==> config.mk <==
export PLATFORM = sky130hd
export DESIGN_NAME = spin_lattice_metropolis_update
export DESIGN_NICKNAME = d
export VERILOG_FILES = /design/src/sv/slm_pkg.sv /design/src/sv/slm_ram.sv /design/src/sv/slm_addr.sv /design/src/sv/slm_decide.sv /design/src/sv/spin_lattice_metropolis_update.sv
export SDC_FILE = /design/constraint.sdc
export NUM_CORES = 1
export LEC_CHECK = 0
export BUFFER_PORTS_ARGS = -buffer_cell sky130_fd_sc_hd__buf_4
export CAP_MARGIN = 5
export CORE_ASPECT_RATIO = 1.4
export CORE_MARGIN = 3
export CORE_UTILIZATION = 55
export CTS_BUF_LIST = sky130_fd_sc_hd__clkbuf_2 sky130_fd_sc_hd__clkbuf_4 sky130_fd_sc_hd__clkbuf_8
export DETAILED_ROUTE_END_ITERATION = 12
export PLACE_DENSITY = 0.72
export SLEW_MARGIN = 25
export SYNTH_ARGS = -nofsm -noshare
export SYNTH_HDL_FRONTEND = slang
export SYNTH_SLANG_ARGS = --single-unit
==> constraint.sdc <==
create_clock -name clk -period 6.65 [get_ports clk]
set_input_delay 0.665 -clock clk [delete_from_list [all_inputs] [get_ports clk]]
set_output_delay 0.665 -clock clk [all_outputs]
set_load 0.005 [all_outputs]
==> src/sv/slm_pkg.sv <==
// Shared types, codes and constants for the spin lattice Metropolis update block.
`default_nettype none
package slm_pkg;

  localparam int SIDE_DEFAULT = 4;

  localparam int THR_W     = 14;
  localparam int FUNC_W    = 2;
  localparam int COORD_W   = 2;
  localparam int FIELD_W   = 4;
  localparam int ENERGY_W  = 5;
  localparam int CFG_IDX_W = 2;
  localparam int STEP_W    = 3;

  localparam logic [THR_W-1:0] THR_FOUR_RESET   = 14'd183;
  localparam logic [THR_W-1:0] THR_EIGHT_RESET  = 14'd3;
  localparam logic [THR_W-1:0] THR_TWELVE_RESET = 14'd0;

  localparam logic [FUNC_W-1:0] FUNC_WRITE_SPIN     = 2'd0;
  localparam logic [FUNC_W-1:0] FUNC_WRITE_COUPLING = 2'd1;
  localparam logic [FUNC_W-1:0] FUNC_UPDATE         = 2'd2;

  localparam logic [CFG_IDX_W-1:0] CFG_ACCEPT_AT_FOUR   = 2'd0;
  localparam logic [CFG_IDX_W-1:0] CFG_ACCEPT_AT_EIGHT  = 2'd1;
  localparam logic [CFG_IDX_W-1:0] CFG_ACCEPT_AT_TWELVE = 2'd2;

  localparam logic [STEP_W-1:0] STEP_CENTER = 3'd0;
  localparam logic [STEP_W-1:0] STEP_XM     = 3'd1;
  localparam logic [STEP_W-1:0] STEP_XP     = 3'd2;
  localparam logic [STEP_W-1:0] STEP_YM     = 3'd3;
  localparam logic [STEP_W-1:0] STEP_YP     = 3'd4;
  localparam logic [STEP_W-1:0] STEP_ZM     = 3'd5;
  localparam logic [STEP_W-1:0] STEP_ZP     = 3'd6;

  localparam logic signed [FIELD_W-1:0]  TERM_POS    = 4'sd1;
  localparam logic signed [FIELD_W-1:0]  TERM_NEG    = -4'sd1;
  localparam logic signed [ENERGY_W-1:0] ENERGY_ZERO = 5'sd0;
  localparam logic signed [ENERGY_W-1:0] DE_FOUR     = 5'sd4;
  localparam logic signed [ENERGY_W-1:0] DE_EIGHT    = 5'sd8;
  localparam logic signed [ENERGY_W-1:0] DE_TWELVE   = 5'sd12;

  typedef enum logic [2:0] {
    ST_CLEAR,
    ST_IDLE,
    ST_READ,
    ST_DRAIN,
    ST_FINISH
  } state_t;

  typedef struct packed {
    logic coupling;
    logic spin_b;
    logic spin_a;
  } site_word_t;

  typedef struct packed {
    logic                        accepted;
    logic signed [ENERGY_W-1:0]  energy;
    logic                        spin_new;
  } verdict_t;

endpackage
`default_nettype wire

==> src/sv/slm_ram.sv <==
// Generic single write port, single read port RAM with a registered read.
`default_nettype none
module slm_ram #(
  parameter int WIDTH = 1,
  parameter int DEPTH = 2
) (
  input  logic                     clk,
  input  logic                     we,
  input  logic [$clog2(DEPTH)-1:0] waddr,
  input  logic [WIDTH-1:0]         wdata,
  input  logic [$clog2(DEPTH)-1:0] raddr,
  output logic [WIDTH-1:0]         rdata
);

  logic [WIDTH-1:0] mem [DEPTH];

  always_ff @(posedge clk) begin
    if (we) begin
      mem[waddr] <= wdata;
    end
    rdata <= mem[raddr];
  end

endmodule
`default_nettype wire

==> src/sv/slm_addr.sv <==
// Site address generator for the center site and its six wrapped neighbors.
`default_nettype none
module slm_addr #(
  parameter int SIDE = slm_pkg::SIDE_DEFAULT,
  localparam int CW = ($clog2(SIDE) < 2) ? 2 : $clog2(SIDE),
  localparam int AW = $clog2(SIDE * SIDE * SIDE)
) (
  input  logic [CW-1:0]               x,
  input  logic [CW-1:0]               y,
  input  logic [CW-1:0]               z,
  input  logic [slm_pkg::STEP_W-1:0]  step,
  output logic [AW-1:0]               addr
);
  import slm_pkg::*;

  localparam logic [CW-1:0] SIDE_M1 = CW'(SIDE - 1);
  localparam logic [AW-1:0] SIDE_A  = AW'(SIDE);

  logic [CW-1:0] nx;
  logic [CW-1:0] ny;
  logic [CW-1:0] nz;

  function automatic logic [CW-1:0] dec_wrap(input logic [CW-1:0] c);
    return (c == '0) ? SIDE_M1 : CW'(c - 1'b1);
  endfunction

  function automatic logic [CW-1:0] inc_wrap(input logic [CW-1:0] c);
    return (c == SIDE_M1) ? '0 : CW'(c + 1'b1);
  endfunction

  always_comb begin
    nx = x;
    ny = y;
    nz = z;
    unique case (step)
      STEP_XM: nx = dec_wrap(x);
      STEP_XP: nx = inc_wrap(x);
      STEP_YM: ny = dec_wrap(y);
      STEP_YP: ny = inc_wrap(y);
      STEP_ZM: nz = dec_wrap(z);
      STEP_ZP: nz = inc_wrap(z);
      default: begin
      end
    endcase
  end

  assign addr = AW'((AW'(nx) * SIDE_A + AW'(ny)) * SIDE_A + AW'(nz));

endmodule
`default_nettype wire

==> src/sv/slm_decide.sv <==
// Energy change and Metropolis acceptance decision for one site.
`default_nettype none
module slm_decide (
  input  logic [slm_pkg::FUNC_W-1:0]         func,
  input  logic                               spin,
  input  logic signed [slm_pkg::FIELD_W-1:0] field,
  input  logic                               propose,
  input  logic [slm_pkg::THR_W-1:0]          rnd,
  input  logic [slm_pkg::THR_W-1:0]          thr_four,
  input  logic [slm_pkg::THR_W-1:0]          thr_eight,
  input  logic [slm_pkg::THR_W-1:0]          thr_twelve,
  output slm_pkg::verdict_t                  verdict
);
  import slm_pkg::*;

  logic signed [ENERGY_W-1:0] twice;
  logic signed [ENERGY_W-1:0] de;
  logic                       accepted;

  assign twice = {field, 1'b0};

  always_comb begin
    de = ENERGY_ZERO;
    if ((func == FUNC_UPDATE) && propose) begin
      de = spin ? twice : -twice;
    end
  end

  always_comb begin
    accepted = 1'b0;
    if ((func == FUNC_UPDATE) && propose) begin
      priority if (de <= ENERGY_ZERO) begin
        accepted = 1'b1;
      end else if (de == DE_FOUR) begin
        accepted = (rnd <= thr_four);
      end else if (de == DE_EIGHT) begin
        accepted = (rnd <= thr_eight);
      end else if (de == DE_TWELVE) begin
        accepted = (rnd <= thr_twelve);
      end else begin
        accepted = 1'b0;
      end
    end
  end

  assign verdict.accepted = accepted;
  assign verdict.energy   = de;
  assign verdict.spin_new = spin ^ accepted;

endmodule
`default_nettype wire

==> src/sv/spin_lattice_metropolis_update.sv <==
// Top level: two replica spin lattices and a coupling table with a Metropolis update engine.
//
//   Channel  Dir  Handshake                Contents
//   in       in   in_valid / in_ready      func, replica, pos_x/y/z, write_bit,
//                                          flip_proposed, accept_random
//   out      out  out_valid / out_ready    spin_after, flip_accepted, energy_change,
//                                          local_field
//   cfg      in   cfg_valid / cfg_ready    cfg_index, cfg_data
//
// A write request reads only the center site and an update request makes seven reads,
// through the single read port of the site memory, before decision and write back; a new
// request is taken only in the idle state after write back, not while one is in flight.
// After reset a clearing pass writes every site before the first request is accepted.
// A stalled result stalls only the write back of the following request; the next request
// is accepted while a result waits.
`default_nettype none
module spin_lattice_metropolis_update #(
  parameter int SIDE = slm_pkg::SIDE_DEFAULT
) (
  input  logic                                clk,
  input  logic                                rst,
  input  logic                                in_valid,
  output logic                                in_ready,
  input  logic [slm_pkg::FUNC_W-1:0]          func,
  input  logic                                replica,
  input  logic [slm_pkg::COORD_W-1:0]         pos_x,
  input  logic [slm_pkg::COORD_W-1:0]         pos_y,
  input  logic [slm_pkg::COORD_W-1:0]         pos_z,
  input  logic                                write_bit,
  input  logic                                flip_proposed,
  input  logic [slm_pkg::THR_W-1:0]           accept_random,
  output logic                                out_valid,
  input  logic                                out_ready,
  output logic                                spin_after,
  output logic                                flip_accepted,
  output logic signed [slm_pkg::ENERGY_W-1:0] energy_change,
  output logic signed [slm_pkg::FIELD_W-1:0]  local_field,
  input  logic                                cfg_valid,
  output logic                                cfg_ready,
  input  logic [slm_pkg::CFG_IDX_W-1:0]       cfg_index,
  input  logic [slm_pkg::THR_W-1:0]           cfg_data
);
  import slm_pkg::*;

  localparam int SITES = SIDE * SIDE * SIDE;
  localparam int CW    = ($clog2(SIDE) < 2) ? 2 : $clog2(SIDE);
  localparam int AW    = $clog2(SITES);
  localparam int WW    = $bits(site_word_t);

  localparam logic [CW:0]   SIDE_W    = (CW + 1)'(SIDE);
  localparam logic [AW-1:0] LAST_SITE = AW'(SITES - 1);

  state_t state;
  state_t state_next;

  logic [STEP_W-1:0]   cnt;
  logic                pend;
  logic [STEP_W-1:0]   pend_step;
  logic [AW-1:0]       clr_addr;
  logic [AW-1:0]       center_addr;
  site_word_t          center;
  logic signed [FIELD_W-1:0] field;

  logic [FUNC_W-1:0]   func_q;
  logic                replica_q;
  logic [CW-1:0]       x_q;
  logic [CW-1:0]       y_q;
  logic [CW-1:0]       z_q;
  logic                wbit_q;
  logic                propose_q;
  logic [THR_W-1:0]    rnd_q;

  logic [THR_W-1:0]    thr_four;
  logic [THR_W-1:0]    thr_eight;
  logic [THR_W-1:0]    thr_twelve;

  logic                accept_in;
  logic                commit;
  logic                mem_we;
  logic [AW-1:0]       mem_waddr;
  site_word_t          mem_wdata;
  logic [AW-1:0]       rd_addr;
  logic [WW-1:0]       rd_data;
  site_word_t          rd_word;
  logic                rd_spin;
  logic                center_spin;
  site_word_t          new_word;
  verdict_t            verdict;

  function automatic logic [CW-1:0] reduce(input logic [COORD_W-1:0] p);
    logic [CW-1:0] ext;
    ext = CW'(p);
    return ({1'b0, ext} >= SIDE_W) ? CW'(ext - SIDE_W[CW-1:0]) : ext;
  endfunction

  slm_ram #(
    .WIDTH(WW),
    .DEPTH(SITES)
  ) u_sites (
    .clk  (clk),
    .we   (mem_we),
    .waddr(mem_waddr),
    .wdata(mem_wdata),
    .raddr(rd_addr),
    .rdata(rd_data)
  );

  slm_addr #(
    .SIDE(SIDE)
  ) u_addr (
    .x   (x_q),
    .y   (y_q),
    .z   (z_q),
    .step(cnt),
    .addr(rd_addr)
  );

  assign rd_word     = site_word_t'(rd_data);
  assign rd_spin     = replica_q ? rd_word.spin_b : rd_word.spin_a;
  assign center_spin = replica_q ? center.spin_b : center.spin_a;

  slm_decide u_decide (
    .func      (func_q),
    .spin      (center_spin),
    .field     (field),
    .propose   (propose_q),
    .rnd       (rnd_q),
    .thr_four  (thr_four),
    .thr_eight (thr_eight),
    .thr_twelve(thr_twelve),
    .verdict   (verdict)
  );

  always_comb begin
    new_word = center;
    unique case (func_q)
      FUNC_WRITE_SPIN: begin
        if (replica_q) begin
          new_word.spin_b = wbit_q;
        end else begin
          new_word.spin_a = wbit_q;
        end
      end
      FUNC_WRITE_COUPLING: new_word.coupling = wbit_q;
      FUNC_UPDATE: begin
        if (replica_q) begin
          new_word.spin_b = verdict.spin_new;
        end else begin
          new_word.spin_a = verdict.spin_new;
        end
      end
      default: begin
      end
    endcase
  end

  always_comb begin
    state_next = state;
    unique case (state)
      ST_CLEAR: begin
        if (clr_addr == LAST_SITE) begin
          state_next = ST_IDLE;
        end
      end
      ST_IDLE: begin
        if (in_valid) begin
          state_next = ST_READ;
        end
      end
      ST_READ: begin
        if (((cnt == STEP_CENTER) && (func_q != FUNC_UPDATE)) || (cnt == STEP_ZP)) begin
          state_next = ST_DRAIN;
        end
      end
      ST_DRAIN: state_next = ST_FINISH;
      ST_FINISH: begin
        if (!out_valid || out_ready) begin
          state_next = ST_IDLE;
        end
      end
      default: state_next = ST_CLEAR;
    endcase
  end

  always_comb begin
    in_ready  = (state == ST_IDLE);
    commit    = (state == ST_FINISH) && (!out_valid || out_ready);
    mem_we    = 1'b0;
    mem_waddr = center_addr;
    mem_wdata = new_word;
    unique case (state)
      ST_CLEAR: begin
        mem_we    = 1'b1;
        mem_waddr = clr_addr;
        mem_wdata = '1;
      end
      ST_FINISH: mem_we = commit;
      default: begin
      end
    endcase
  end

  assign accept_in = in_valid && in_ready;
  assign cfg_ready = 1'b1;

  always_ff @(posedge clk) begin
    if (rst) begin
      state      <= ST_CLEAR;
      clr_addr   <= '0;
      pend       <= 1'b0;
      out_valid  <= 1'b0;
      thr_four   <= THR_FOUR_RESET;
      thr_eight  <= THR_EIGHT_RESET;
      thr_twelve <= THR_TWELVE_RESET;
    end else begin
      state <= state_next;
      pend  <= (state == ST_READ);
      if (state == ST_CLEAR) begin
        clr_addr <= AW'(clr_addr + 1'b1);
      end
      if (commit) begin
        out_valid <= 1'b1;
      end else if (out_ready) begin
        out_valid <= 1'b0;
      end
      if (cfg_valid && cfg_ready) begin
        unique case (cfg_index)
          CFG_ACCEPT_AT_FOUR:   thr_four   <= cfg_data;
          CFG_ACCEPT_AT_EIGHT:  thr_eight  <= cfg_data;
          CFG_ACCEPT_AT_TWELVE: thr_twelve <= cfg_data;
          default: begin
          end
        endcase
      end
    end
  end

  always_ff @(posedge clk) begin
    pend_step <= cnt;
    if (accept_in) begin
      func_q    <= func;
      replica_q <= replica;
      x_q       <= reduce(pos_x);
      y_q       <= reduce(pos_y);
      z_q       <= reduce(pos_z);
      wbit_q    <= write_bit;
      propose_q <= flip_proposed;
      rnd_q     <= accept_random;
      cnt       <= STEP_CENTER;
      field     <= '0;
    end else if (state == ST_READ) begin
      cnt <= STEP_W'(cnt + 1'b1);
    end
    if ((state == ST_READ) && (cnt == STEP_CENTER)) begin
      center_addr <= rd_addr;
    end
    if (pend) begin
      if (pend_step == STEP_CENTER) begin
        center <= rd_word;
      end else begin
        field <= field + ((rd_word.coupling == rd_spin) ? TERM_POS : TERM_NEG);
      end
    end
    if (commit) begin
      spin_after    <= replica_q ? new_word.spin_b : new_word.spin_a;
      flip_accepted <= verdict.accepted;
      energy_change <= verdict.energy;
      local_field   <= field;
    end
  end

endmodule
`default_nettype wire

# == Yosys cells after proc, flatten, opt, wreduce, memory -nomap -nowiden ==
# Memory sizes are Yosys's and may differ from the RTL's. A register that Yosys moved wholly into a read port is not among the register bits.
# Cells that the tools add are included.
# totals
reg_bits,108
mem_count,1
elab_cells,134
out_inout_bits,14
mem_bits_rw,192
# op_classes
reduce_logical,22
n_bitwise,1
n_lt_le_gt_ge,4
mux,41
addsub,12
eq_ne,27
# mem_list
name,depth,width,rd,rd_ports_with_merged_regs,write_ports,line_no,rtl
u_sites.mem,64,3,1,1,1,slm_ram.sv:15,logic [WIDTH-1:0] mem [DEPTH];
# ops
operator,n
$le 14x14->1,3
$mux 1,17
$mux 4,4
$pmux 2 s2,4
$mux 3,5
$pmux 3 s5,1
$eq 3x2->1 const B,4
$eq 3x3->1 const B,4
$mux 2,6
$eq 2x2->1 const B,5
$eq 5x5->1 const B,2
$logic_not 2->1,5
$mux 5,2
$ne 2x2->1 const B,5
$logic_not 3->1,3
$reduce_and 2->1,4
$add 2x1->2 const B,3
$add 6x1->6 const B,1
$add 6x2->6,1
$eq 3x1->1 const B,2
$eq 6x6->1 const B,1
$mux 6,1
$sub 2x1->2 const B,3
$eq 5x4->1 const B,1
other kinds (14),20

# == Depth between registers and ports, before layout ==
# Gate-level depths: netlist (run 1).
# depth
ltp_word,13
depth_mapped,14
mapped_depth_nobuf,11

# == Hierarchy ==
# Synthesis (run 1) repeated with hierarchy kept, for this count alone.
# hier_totals
hier_cells,1038
area_unflattened_um2,13560.5
# by_module_without_submodules
mod,n_inst,seq_area_each_um2,area_each_um2,cells_per_inst
slm_ram,1,5825.6,7863.8,423
spin_lattice_metropolis_update,1,2612.5,4047.6,379
slm_decide,1,0.0,1290.0,183
slm_addr,1,0.0,359.1,53

# == Worst setup path before layout (run 1) ==
# OpenSTA, ideal clock, no wires.
# synth_path
path_kind,register to register
startpoint,reg rnd_q[3]
endpoint,"mem u_sites.mem[0][0] (netlist name), data pin"
path_slack_ns,1.327
path_buffers,0
arrival_time_ns,4.622
path_stages_with_launch,10
required_ns,5.948
cell_sequence,edfxtp_1 > ha_1 > a21o_1 > a21o_1 > a221o_1 > a211o_1 > a32oi_1 > a211oi_2 > mux2i_1 > o21ai_0
# synth_rtl
item,line_no,rtl
"start, declared",spin_lattice_metropolis_update.sv:71,logic [THR_W-1:0] rnd_q;
"start signal, assigned",spin_lattice_metropolis_update.sv:248,rnd_q <= accept_random;
"end, declared",slm_ram.sv:15,

# == Worst setup path in the final report (run 1) ==
# layout_path
startpoint,reg z_q[0]
endpoint,"reg u_sites.rdata[1], read port of u_sites.mem"
# layout_via
elab_chain_cells,4
word_cells_on_any_way,8
cone_classes,3 x add/sub; 1 x eq/ne; 3 x mux; 1 x reduce/logical
# layout_rtl
item,line_no,rtl
"start, declared",spin_lattice_metropolis_update.sv:68,logic [CW-1:0] z_q;
"start signal, assigned",spin_lattice_metropolis_update.sv:245,z_q <= reduce(pos_z);
"$add 2x1->2, or another cell as far along",slm_addr.sv:28,return (c == SIDE_M1) ? '0 : CW'(c + 1'b1);
$mux 2 (on tied branches),"slm_addr.sv:28, slm_addr.sv:24",
$pmux 2 s2 *,slm_addr.sv:35,unique case (step)
$add 6x2->6 *,slm_addr.sv:47,assign addr = AW'((AW'(nx) * SIDE_A + AW'(ny)) * SIDE_A + AW'(nz));
"end, declared",slm_ram.sv:12,output logic [WIDTH-1:0] rdata
# Mark *: on every way between the ends. The rest lies on a longest branch, timed or not.
# A chain may end at the register's enable or synchronous reset.

==> results of run 1 <==
[routing by layer]
layer,share of wire,routed length [µm],vias to the layer above
met2,0.52,16200,275
met3,0.047,1470,96
li1,-,-,4383
met5,0,0,-
met1,0.39,12200,4482
met4,0.047,1480,0
[worst max path at each step]
stage / to
after global placement: u_sites.rdata[2]
final: u_sites.rdata[1]
after global routing: u_sites.rdata[0]
after CTS: u_sites.rdata[0]
after floorplan: u_sites.mem[0][0]
after detailed placement: u_sites.rdata[0]
[area by class of cell]
| cell class | count | area share |
|---|---|---|
| Sequential cell | 302 | 0.555 |
| Timing Repair Buffer | 68 | 0.0350 |
| Tap cell | 310 | 0.0256 |
| Inverter | 65 | 0.0163 |
| Multi-Input combinational cell | 751 | 0.310 |
| Clock inverter | 26 | 0.0102 |
| Clock buffer | 58 | 0.0485 |
[per-stage QoR]
| step | setup WS (ps) | area, µm² | util | std cells | hold slack (ps) |
|---|---|---|---|---|---|
| after floorplan | 1330 | 13600 | - | 1170 | 392 |
| after global placement | 2860 | 14200 | 0.590 | 1495 | 414 |
| after detailed placement | 2730 | 14200 | 0.590 | 1495 | 420 |
| after CTS | 2720 | 15100 | 0.627 | 1579 | 250 |
| after global routing | 2330 | 15200 | 0.628 | 1580 | 254 |
| final | 2610 | 15200 | 0.628 | 1580 | 273 |
[flip-flops by register name, summed over array words and instances (netlist names), 4 cells and up]
name	cells
u_sites.mem	192
rnd_q	14
energy_change	4
field	4
center_addr	6
local_field	4
thr_eight	14
thr_four	14
thr_twelve	14
clr_addr	6
[critical path, cell delays in order, from the launching register on]
cell and delay [ps]:
edfxtp_1 480, inv_1 80, ha_1 340, mux2i_1 130, o21ai_0 360, and2_1 190
buf_4 380, inv_4 340, nor2_1 740, a221oi_1 250, a22oi_1 260, a22oi_1 170
o31a_1 140
[kinds of logic after synthesis]
logic type,after synthesis,synth area share
AND/OR/NAND/NOR,418,0.136
flip-flops,302,0.618
AO/OA/AOI/OAI,201,0.0989
buffers and inverters,117,0.0394
multiplexers,64,0.0482
adder cells (fa/ha/maj),58,0.0539
XOR/XNOR,8,0.00515
other,2,0.000552
[cells in the final DEF, fill, tap and decap left out, drive strengths merged, types with 4 or more instances in the layout]
master   instances
a211o            7
or3              6
nor3            12
a21oi           78
o2111ai         12
a32oi            8
clkbuf          58
nand3           37
nor2           106
a221oi          14
nand3b          13
buf             68
nor2b            8
o21ai           25
a21o            17
a211oi           4
and2             6
o31a             4
clkinv          22
mux2i           61
ha              57
inv             66
a22oi            7
edfxtp         236
dfxtp           66
nand2          192
nand2b           5
nand4           20
xnor2            5
[power groups by stage]
stage	clock (mW)	sequential (mW)	combinational, mW
after detailed placement	0	2.13	0.623
after global routing	1.60	2.10	0.696
after CTS	1.52	2.09	0.625
after floorplan	0	2.11	0.491
after global placement	0	2.13	0.606
final	1.49	2.09	0.636
==> flow_metrics.env, run 1 <==
export IMPL_status="finished, final reports clean"
export IMPL_cts_buffers_inserted=46
export IMPL_tritoncts="done"
export IMPL_vias_per_cell=5.85
export IMPL_n_antenna_cell=0
export IMPL_wl_per_cell_um=19.9
export IMPL_ir_drop_mv=0.192
export IMPL_grt_pass1_wl_mm=48.6
export IMPL_multi_input_area_mm2=0.00470
export IMPL_path_max_fanout=54
export IMPL_synth_nets=1274
export IMPL_gp_congestion=0.917
export IMPL_hold_depth=1
export IMPL_hold_viol=0
export IMPL_p_int_mw=3.07
export IMPL_worstHoldStart="flip_proposed"
export IMPL_drt_initial_drc_count=563
export IMPL_clkLatencyLatePin_ps=560
export IMPL_portBuffers=57
export IMPL_finalPower_mw=4.22
export IMPL_clk_pin_slew_ps=70
export IMPL_cts_resized_gates=0
export IMPL_synth_warnings=0
export IMPL_seq_area_mm2=0.00841
export IMPL_h_tree_depth=2
export IMPL_drive_gt1_frac=0.123
export IMPL_core_area_mm2=0.0241
export IMPL_fin_setup_tns_ps=0
export IMPL_yosysSeqAreaShare=0.618
export IMPL_finalCritPeriodShare=0.607
export IMPL_cp_startpoint="z_q[0]"
export IMPL_yosys_area_top_type="edfxtp_1"
export IMPL_use_met3=0.0379
export IMPL_globalRouteMet2Util=0.421
export IMPL_die_h_um=192
export IMPL_track_usage=0.231
export IMPL_r2r_start="z_q[0]"
export IMPL_antenna_found_initial=0
export IMPL_swShare=0.273
export IMPL_row_count=67
export IMPL_vias=9236
export IMPL_min_to="propose_q"
export IMPL_ys_ff_latch=302
export IMPL_rsz0062_at_grt="no"
export IMPL_synth_common_cells="edfxtp_1, nand2_1, nor2_1"
export IMPL_worst_r2r_cell_count=12
export IMPL_synthTopCellsByArea="edfxtp_1, dfxtp_1, nand2_1, ha_1, mux2i_1"
export IMPL_dieArea_mm2=0.0267
export IMPL_worstSetupPathType="register to register"
export IMPL_grt_max_degree=69
export IMPL_syn2layout_area_growth_pct=11.4
export IMPL_skew_ps=12.0
export IMPL_hold_path_class="input pin to register"
export IMPL_clockBufferDepth=3
export IMPL_crit_path_end_kind="register"
export IMPL_p_switching_mw=1.15
export IMPL_synth_edff_count=236
export IMPL_arrival_ps=4490
export IMPL_dp_hpwl_mm=20.8
export IMPL_max_slew_worst_pin_slew_ps=959
export IMPL_ctsHoldBuffers=0
export IMPL_reg2reg_to="u_sites.rdata[1]"
export IMPL_p_per_area_mw_per_mm2=278
export IMPL_worstPathRequired_ps=7100
export IMPL_met1_usage=0.264
export IMPL_synth_most_common_cell="edfxtp_1"
export IMPL_relSlewSlack=0.360
export IMPL_drc=0
export IMPL_critPathLaunchType="register"
export IMPL_root_buffer="clkbuf_8"
export IMPL_leakage_nw=5.47
export IMPL_busiest_layer="met2"
export IMPL_synth_avg_cell_area_um2=11.6
export IMPL_fmax_mhz=248
export IMPL_period_minus_slack_ps=4040
export IMPL_ys_flop_type="edfxtp_1"
export IMPL_netlist_area_mm2=0.0136
export IMPL_ys_types=63
export IMPL_first_global_vias=9313
export IMPL_post_cts_buffers=0
export IMPL_r2r_slack_ps=2610
export IMPL_setup_viol=0
export IMPL_slew_viol_final=0
export IMPL_ios=60
export IMPL_start_util=0.564
export IMPL_synthArstFlopShare=0
export IMPL_clockPowerShare=0.353
export IMPL_comb_power_share=0.151
export IMPL_fillers=1956
export IMPL_dieWidth_um=139
export IMPL_synthCells=1170
export IMPL_nets=1338
export IMPL_first_pass_iters=5
export IMPL_finalWirelength_mm=31.4
export IMPL_synth_top_area_frac=0.521
export IMPL_cts_sinks=302
export IMPL_ant_nets=0
export IMPL_seq_power_share=0.496
export IMPL_drv_cap=0
export IMPL_overflow=0
(Power assumes the default switching activity.)
==> run 2, diff against run 1 <==
--- a/config.mk
+++ b/config.mk
@@ -12,7 +12,7 @@
 export CORE_UTILIZATION = 55
 export CTS_BUF_LIST = sky130_fd_sc_hd__clkbuf_2 sky130_fd_sc_hd__clkbuf_4 sky130_fd_sc_hd__clkbuf_8
 export DETAILED_ROUTE_END_ITERATION = 12
-export PLACE_DENSITY = 0.72
+export PLACE_DENSITY = 0.75
 export SLEW_MARGIN = 25
 export SYNTH_ARGS = -nofsm -noshare
 export SYNTH_HDL_FRONTEND = slang
==> constraint.sdc (replaced) <==
create_clock -name clk -period 3.3 [get_ports clk]
set_input_delay 0.33 -clock clk [delete_from_list [all_inputs] [get_ports clk]]
set_output_delay 0.33 -clock clk [all_outputs]
set_load 0.005 [all_outputs]
==> run 2 against run 1 <==
Effect of this change: sequential power rose by 100%; total power is 100% higher; largest power group unchanged; worst hold slack got worse by 230 ps; via count is 1.5% higher; combinational power up 120%; critical path depth decreased by 3; clock-buffer cell count increased by 7; wire length is 1.9% higher.
==> flow_metrics.env, run 2 (same netlist as run 1, synthesis figures left out) <==
export IMPL_critPathTopFamily="compound AO/OA/AOI/OAI gates"
export IMPL_relSlewSlack=0.368
export IMPL_ant_nets=0
export IMPL_drv_cap=0
export IMPL_status="finished, final reports clean"
export IMPL_start_util=0.564
export IMPL_grt_pass1_wl_mm=50.3
export IMPL_vias=9374
export IMPL_dieArea_mm2=0.0267
export IMPL_worst_r2r_cell_count=9
export IMPL_vias_per_cell=5.76
export IMPL_cts_buffers_inserted=46
export IMPL_core_area_mm2=0.0241
export IMPL_r2r_start="rnd_q[4]"
export IMPL_clockBufferDepth=3
export IMPL_syn2layout_area_growth_pct=14.9
export IMPL_row_count=67
export IMPL_nets=1388
export IMPL_rsz0062_at_grt="no"
export IMPL_hold_ws_ps=42.2
export IMPL_reg2reg_to="u_sites.mem[46][0]"
export IMPL_layout_commonest_cell="edfxtp_1"
export IMPL_leakage_nw=5.70
export IMPL_fmax_mhz=321
export IMPL_tritoncts="done"
export IMPL_gp_congestion=0.899
export IMPL_final_cell_mix="edfxtp_1, nand2_1, nor2_1"
export IMPL_fillers=1894
export IMPL_seq_area_mm2=0.00841
export IMPL_ir_drop_mv=0.371
export IMPL_ios=60
export IMPL_skew_ps=33.1
export IMPL_slew_viol_final=0
export IMPL_h_tree_depth=2
export IMPL_n_antenna_cell=0
export IMPL_dieWidth_um=139
export IMPL_drive_gt1_frac=0.134
export IMPL_setup_viol=0
export IMPL_fin_util=0.648
export IMPL_hold_path_class="input pin to register"
export IMPL_hold_viol=0
export IMPL_min_to="thr_twelve[6]"
export IMPL_worstHoldStart="cfg_data[6]"
export IMPL_path_max_fanout=64
export IMPL_path_cells="ha_1 -> and4_1 -> a221oi_1 -> o31ai_1 -> a32oi_2 -> a211oi_4 -> mux2i_1 -> o21ai_4 -> buf_12"
export IMPL_drt_initial_drc_count=627
export IMPL_cts_sinks=302
export IMPL_root_buffer="clkbuf_8"
export IMPL_multi_input_area_mm2=0.00471
export IMPL_crit_buf_inv=1
export IMPL_post_cts_buffers=0
export IMPL_worstPathRequired_ps=3560
export IMPL_period_minus_slack_ps=3120
export IMPL_clk_pin_slew_ps=60
export IMPL_slowest_delay_ps=460
export IMPL_max_slew_worst_pin_slew_ps=945
export IMPL_critPathLaunchType="register"
export IMPL_first_pass_iters=6
export IMPL_finalWirelength_mm=32.0
export IMPL_first_global_vias=9439
export IMPL_r2r_slack_ps=180
export IMPL_largest_reg_flops=192
export IMPL_drc=0
export IMPL_clkLatencyLatePin_ps=580
export IMPL_dp_hpwl_mm=21.8
export IMPL_wl_per_cell_um=19.7
export IMPL_crit_path_end_kind="register"
export IMPL_arrival_ps=3370
export IMPL_antenna_found_initial=0
export IMPL_worstSetupPathType="register to register"
export IMPL_finalCritPeriodShare=0.944
export IMPL_track_usage=0.240
export IMPL_die_h_um=192
export IMPL_p_per_area_mw_per_mm2=546
export IMPL_crit_slowest_cell="edfxtp_1"
export IMPL_portBuffers=57
export IMPL_grt_max_degree=65
export IMPL_overflow=0
export IMPL_hold_depth=3
export IMPL_largest_register="u_sites.mem"
run 2: cell count changes in the layout (fill, tap and decap cells not counted), sizes merged:
cell,delta
dlygate4sd3,+31
buf,+19
clkinv,-8
clkbuf,+7
bufinv,-1
clkinvlp,-1
inv,+1
run 2: layer usage:
layer | track usage | vias to the layer above | share of wire
li1 | - | 4484 | -
met1 | 0.272 | 4501 | 0.37
met2 | 0.444 | 300 | 0.53
met3 | 0.0324 | 89 | 0.047
met4 | 0.121 | 0 | 0.048
met5 | 0 | - | 0
run 2: worst max path at each step:
stage / from / to / slack, ps / cells after the start
floorplan: rnd_q[3] / u_sites.mem[0][0] / -160 / 9
global placement: rnd_q[11] / u_sites.mem[44][1] / 190 / 10
detailed placement: rnd_q[11] / u_sites.mem[44][1] / 180 / 10
CTS: rnd_q[11] / u_sites.mem[45][1] / 160 / 10
global route: cnt[0] / u_sites.rdata[1] / 5 / 11
finish: rnd_q[4] / u_sites.mem[46][0] / 180 / 9
run 2: repair_timing:
action	CTS	global route
hold buffers	31	0
gates resized for setup	0	3
endpoints found under the hold margin	33	0
endpoints found under the setup margin	0	111
run 2: metrics by stage:
step                power (mW)  cell area [µm²]  setup WS (ps)  setup TNS (ps)  instances
floorplan                 5.24            13600           -159          -20410       1170
global placement          5.59            14400            190               0       1515
detailed placement        5.63            14400            180               0       1515
CTS                       8.60            15600            158               0       1628
global route              8.92            15600           5.50               0       1628
finish                    8.55            15600            183               0       1628
run 2: report_power, final:
part           total, mW  internal [mW]  leakage, nW  switching [mW]
Combinational       1.39          0.556         2.71           0.835
Sequential          4.20           4.14         2.52          0.0678
Clock               2.96           1.55        0.470            1.41
run 2: layout make-up:
type / count / share of cell area
clock buffers: 65 / 0.0504
clock inverters: 17 / 0.00560
inverters: 65 / 0.0158
multi-input cells: 751 / 0.301
flip-flops and latches: 302 / 0.537
well taps: 310 / 0.0248
repair buffers: 118 / 0.0650
run 2: tightest hold or removal path: stages:
cell and delay [ps]:
buf_4 120, nand2_1 50, a21oi_1 50
